===== config.mk =====
export PLATFORM = sky130hd
export DESIGN_NAME = smas_ctrl
export DESIGN_NICKNAME = d
export VERILOG_FILES = /design/src/sv/smas_pkg.sv /design/src/sv/smas_ctrl.sv
export SDC_FILE = /design/constraint.sdc
export NUM_CORES = 1
export LEC_CHECK = 0
export BUFFER_PORTS_ARGS = -buffer_cell sky130_fd_sc_hd__buf_2
export CORE_AREA = 2 2 39 41
export CTS_CLUSTER_DIAMETER = 100
export DETAILED_ROUTE_END_ITERATION = 12
export DIE_AREA = 0 0 41 43
export PLACE_DENSITY = 0.41
export SLEW_MARGIN = 20
export SYNTH_ARGS = -nofsm -noshare
export SYNTH_HDL_FRONTEND = slang
export SYNTH_SLANG_ARGS = --single-unit

===== constraint.sdc =====
create_clock -name i_clk -period 3.15 [get_ports i_clk]
set_clock_uncertainty 0.1 [all_clocks]
set_input_delay 0.1575 -clock i_clk [delete_from_list [all_inputs] [get_ports i_clk]]
set_output_delay 0.1575 -clock i_clk [all_outputs]
set_load 0.01 [all_outputs]

===== src/sv/smas_pkg.sv =====
// shared types, constants and arithmetic helpers for the stereo mixing buffer
package smas_pkg;

    localparam int SLOT_W   = 9;
    localparam int SAMPLE_W = 16;
    localparam int GAIN_W   = 8;
    localparam int VOL_W    = 10;
    localparam int SUM_W    = 32;
    localparam int TERM_W   = 16;
    localparam int PROD_W   = SUM_W + VOL_W + 1;
    localparam int SHIFT    = 8;

    localparam logic [VOL_W-1:0]    VOL_RESET = 10'd256;
    localparam logic [SAMPLE_W-1:0] SAT_MAX   = 16'h7fff;
    localparam logic [SAMPLE_W-1:0] SAT_MIN   = 16'h8000;

    localparam logic KIND_ACC  = 1'b0;
    localparam logic KIND_XFER = 1'b1;

    localparam logic REG_MASTER_VOLUME = 1'b0;

    typedef struct packed {
        logic                       kind;
        logic [SLOT_W-1:0]          slot;
        logic signed [SAMPLE_W-1:0] sample;
        logic                       byte_mode;
        logic [GAIN_W-1:0]          left_gain;
        logic [GAIN_W-1:0]          right_gain;
    } t_in_item;

    typedef struct packed {
        logic [SLOT_W-1:0]          out_slot;
        logic signed [SAMPLE_W-1:0] left_out;
        logic signed [SAMPLE_W-1:0] right_out;
    } t_out_item;

    typedef struct packed {
        logic capture;
        logic calc;
        logic exec;
        logic load_out;
        logic clear_step;
    } t_cmd;

    typedef struct packed {
        logic is_xfer;
        logic out_busy;
        logic clr_last;
    } t_sts;

    function automatic logic signed [TERM_W-1:0] voice_term(
        input logic signed [SAMPLE_W-1:0] sample,
        input logic                       byte_mode,
        input logic [GAIN_W-1:0]          gain
    );
        logic signed [13:0] bp;
        logic signed [24:0] wp;
        bp = 14'($signed(sample[7:0])) * 14'($signed({1'b0, gain[7:3]}));
        wp = 25'(sample) * 25'($signed({1'b0, gain}));
        if (byte_mode) begin
            return $signed({bp[12:0], 3'b000});
        end else begin
            return wp[23:8];
        end
    endfunction

    function automatic logic [SAMPLE_W-1:0] saturate(input logic signed [PROD_W-1:0] p);
        logic [PROD_W-1-(SAMPLE_W+SHIFT-1):0] hi;
        hi = p[PROD_W-1:SAMPLE_W+SHIFT-1];
        if (hi == '0 || hi == '1) begin
            return p[SAMPLE_W+SHIFT-1:SHIFT];
        end else if (p[PROD_W-1]) begin
            return SAT_MIN;
        end else begin
            return SAT_MAX;
        end
    endfunction

endpackage


===== src/sv/smas_ctrl.sv =====
// controller state machine sequencing clear, read, update and output load
module smas_ctrl (
    input  logic          i_clk,
    input  logic          i_rst_n,
    input  logic          i_in_valid,
    output logic          o_in_ready,
    input  smas_pkg::t_sts i_sts,
    output smas_pkg::t_cmd o_cmd
);
    import smas_pkg::*;

    typedef enum logic [2:0] {
        S_CLEAR,
        S_IDLE,
        S_READ,
        S_EXEC,
        S_SAT
    } t_state;

    t_state r_state;
    t_state n_state;

    always_comb begin
        n_state = r_state;
        unique case (r_state)
            S_CLEAR: if (i_sts.clr_last) n_state = S_IDLE;
            S_IDLE:  if (i_in_valid) n_state = S_READ;
            S_READ:  n_state = S_EXEC;
            S_EXEC:  n_state = i_sts.is_xfer ? S_SAT : S_IDLE;
            S_SAT:   if (!i_sts.out_busy) n_state = S_IDLE;
            default: n_state = S_IDLE;
        endcase
    end

    always_ff @(posedge i_clk) begin
        if (!i_rst_n) begin
            r_state <= S_CLEAR;
        end else begin
            r_state <= n_state;
        end
    end

    assign o_in_ready         = (r_state == S_IDLE);
    assign o_cmd.capture      = (r_state == S_IDLE) && i_in_valid;
    assign o_cmd.calc         = (r_state == S_READ);
    assign o_cmd.exec         = (r_state == S_EXEC);
    assign o_cmd.load_out     = (r_state == S_SAT) && !i_sts.out_busy;
    assign o_cmd.clear_step   = (r_state == S_CLEAR);
endmodule


==> flow_summary.toml <==
[outcome]
status = "finished clean"

[synthesis]
synth_top_family_by_area = "simple AND/OR/NAND/NOR gates"
syn_area_per_cell_um2 = 7.66
synth_compound_area_frac = 0.118
synthDistinctLibCells = 17
yosys.area_share.simple = 0.405
mappedNetlistArea_um2 = 191
postSynth.asyncResetShare = 0
synth-adder-area-share = 0
yosysTopAreaCell = "dfxtp_1"
ys_ff_latch = 3
ys_warn_count = 0
synth_most_common_cell = "nand2_1"
syn_inst = 25
yosysTopAreaCellShare = 0.314
ys.flop_type = "dfxtp_1"
muxShareOfSynthArea = 0.111
synthXorXnorAreaFrac = 0
netlist_top_cells_area = "dfxtp_1 (31%), nand2_1 (7.8%), nor3b_2 (6.5%)"
synthTopCellsByCount = "nand2_1 (4), dfxtp_1 (3), nor2_1 (3)"
synth_nets = 31
synth_edf_count = 0
synth_seq_area_share = 0.314

[global_route]
grtUsageTotal = 0.0592
antenna_found_initial = 0
first_global_vias = 177
gr-total-overflow = 0
grt_pass1_wl_um = 648
grt_start_max_net_pins = 10

[timing]
tns_ps = 0
period_needed_ps = 1470
rsz0062_at_grt = "no"
slew_violations = 0
max_slew_margin = 0.818
tightestPinTransition_ps = 273
fin_crit_sh = 0.465
fmax_mhz = 682
fin_ws_ps = 1680
hold_viol = 0
finalSetupViolations = 0

[clock_network]
cts_hold_buf = 0
clkSinkCount = 3
post_cts_buffers = 0
cts_tree = "built"
clock-root-buffer = "clkbuf_4"
cts_made_buffers = 3
cts_resized = 0
clk_latency_ps = 240
clk_pin_slew_ps = 40
clock_path_buffers = 2
h-tree-depth = 1

[routing]
drc = 0
vias_per_cell = 3.85
drt-pass1-iter-count = 2
routedWlPerCell_um = 8.52
ant_nets = 0
num_vias = 208
drt_iter0_drc = 3
totalWireLength_um = 460

[job]
drv_cap = 0

[place]
routabilityCongestion = 0.710
place_ws_ps = 1930
placed_cells = 50
dpl.hpwl_um = 342
placed_cell_area_um2 = 256
portBuffers = 11

[final_layout]
fin_cells = 54
n_fill_cell = 167
drive_gt1_frac = 0.421
largest_register_ffs = 3
area_delta_synth_final_pct = 47.7
nNetsFinal = 45
largest_register = "r_state"
final_cell_area_um2 = 283
diodes = 0
top_regs = "r_state x3"
seqCellArea_um2 = 60.1
multi_input_area_um2 = 121

[worst_setup_path]
path_class = "register to output port"
cp.required_ps = 2890
arrival_ps = 1210
crit_fanout = 9
cp-start-kind = "register"
critPathCaptureType = "output port"

[die]
die_x_um = 41
core_um2 = 1380
fp.dieH_um = 43
start_util = 0.138
dieArea_um2 = 1760
ios = 12
rows = 14

[power_and_ir_drop]
cellPowerDensity_nw_per_um2 = 485
power.leakage_nw = 0.128
ir_drop_v = 0.0000921

[worst_hold_path]
hp-class = "input port to register"
## cell type report
class,instances,area share
timing repair buffer,11,0.195
tap,16,0.0708
sequential,3,0.212
multi-input combinational,20,0.429
clock buffer,4,0.0929
## critical path, stage by stage (launching register included)
cell	delay [ps]
dfxtp_1	460
nand2b_1	170
nor2_1	50
and2_1	160
buf_2	130
## routing by layer
layer	routed length [um]	global-route usage
met1	205	0.0707
met2	189	0.0688
met3	51	0.0157
met4	14	0.0800
met5	0	0
## logic make-up (layout without fill, tap and decap cells)
group                  after synthesis  count (layout)
DFF                                  3               3
muxes                                2               2
and+or+nand+nor                     14              14
buffers and inverters                2              15
AOI/OAI and AO/OA                    4               4
## path summary, 6_finish.rpt
check	slack, ps	cells after the start	startpoint	to
worst max-delay path	1680	4	r_state[2]$_SDFFE_PN0P_	o_cmd[4]
worst min-delay path	80	3	i_sts[2]	r_state[2]$_SDFFE_PN0P_
worst max register to register	2020	2	r_state[1]$_SDFFE_PN0P_	r_state[1]$_SDFFE_PN0P_
worst min register to register	490	2	r_state[2]$_SDFFE_PN0P_	r_state[2]$_SDFFE_PN0P_
## stage by stage
| step | util | hold WS (ps) | total power [mW] |
|---|---|---|---|
| global placement | 0.185 | 325 | 0.0696 |
| finish | 0.204 | 75.2 | 0.137 |
| floorplan | - | 192 | 0.0589 |
| global route | 0.204 | 78.6 | 0.145 |
| detailed placement | 0.185 | 320 | 0.0690 |
| CTS | 0.204 | 67.7 | 0.141 |
## report_power, final
part	leakage [nW]	switching (mW)	internal, mW
Combinational	0.0888	0.0113	0.0120
Sequential	0.0246	0.00418	0.0406
Clock	0.0150	0.0216	0.0476
Total	0.128	0.0371	0.100
## cells in the final DEF (no fill, tap or decap)
cell / instances
dfxtp_1: 3
clkbuf_1: 1
o21ai_0: 1
nor3b_1: 1
nand2_1: 4
and2_1: 1
mux2_2: 1
nand2b_1: 1
nor2_1: 3
a21boi_1: 1
mux2i_1: 1
o21ai_1: 1
clkbuf_4: 3
a21oi_1: 1
nor3_1: 1
nor3b_2: 1
buf_2: 11
nand3_1: 1
and3b_1: 1
(Power assumes the default switching activity.)
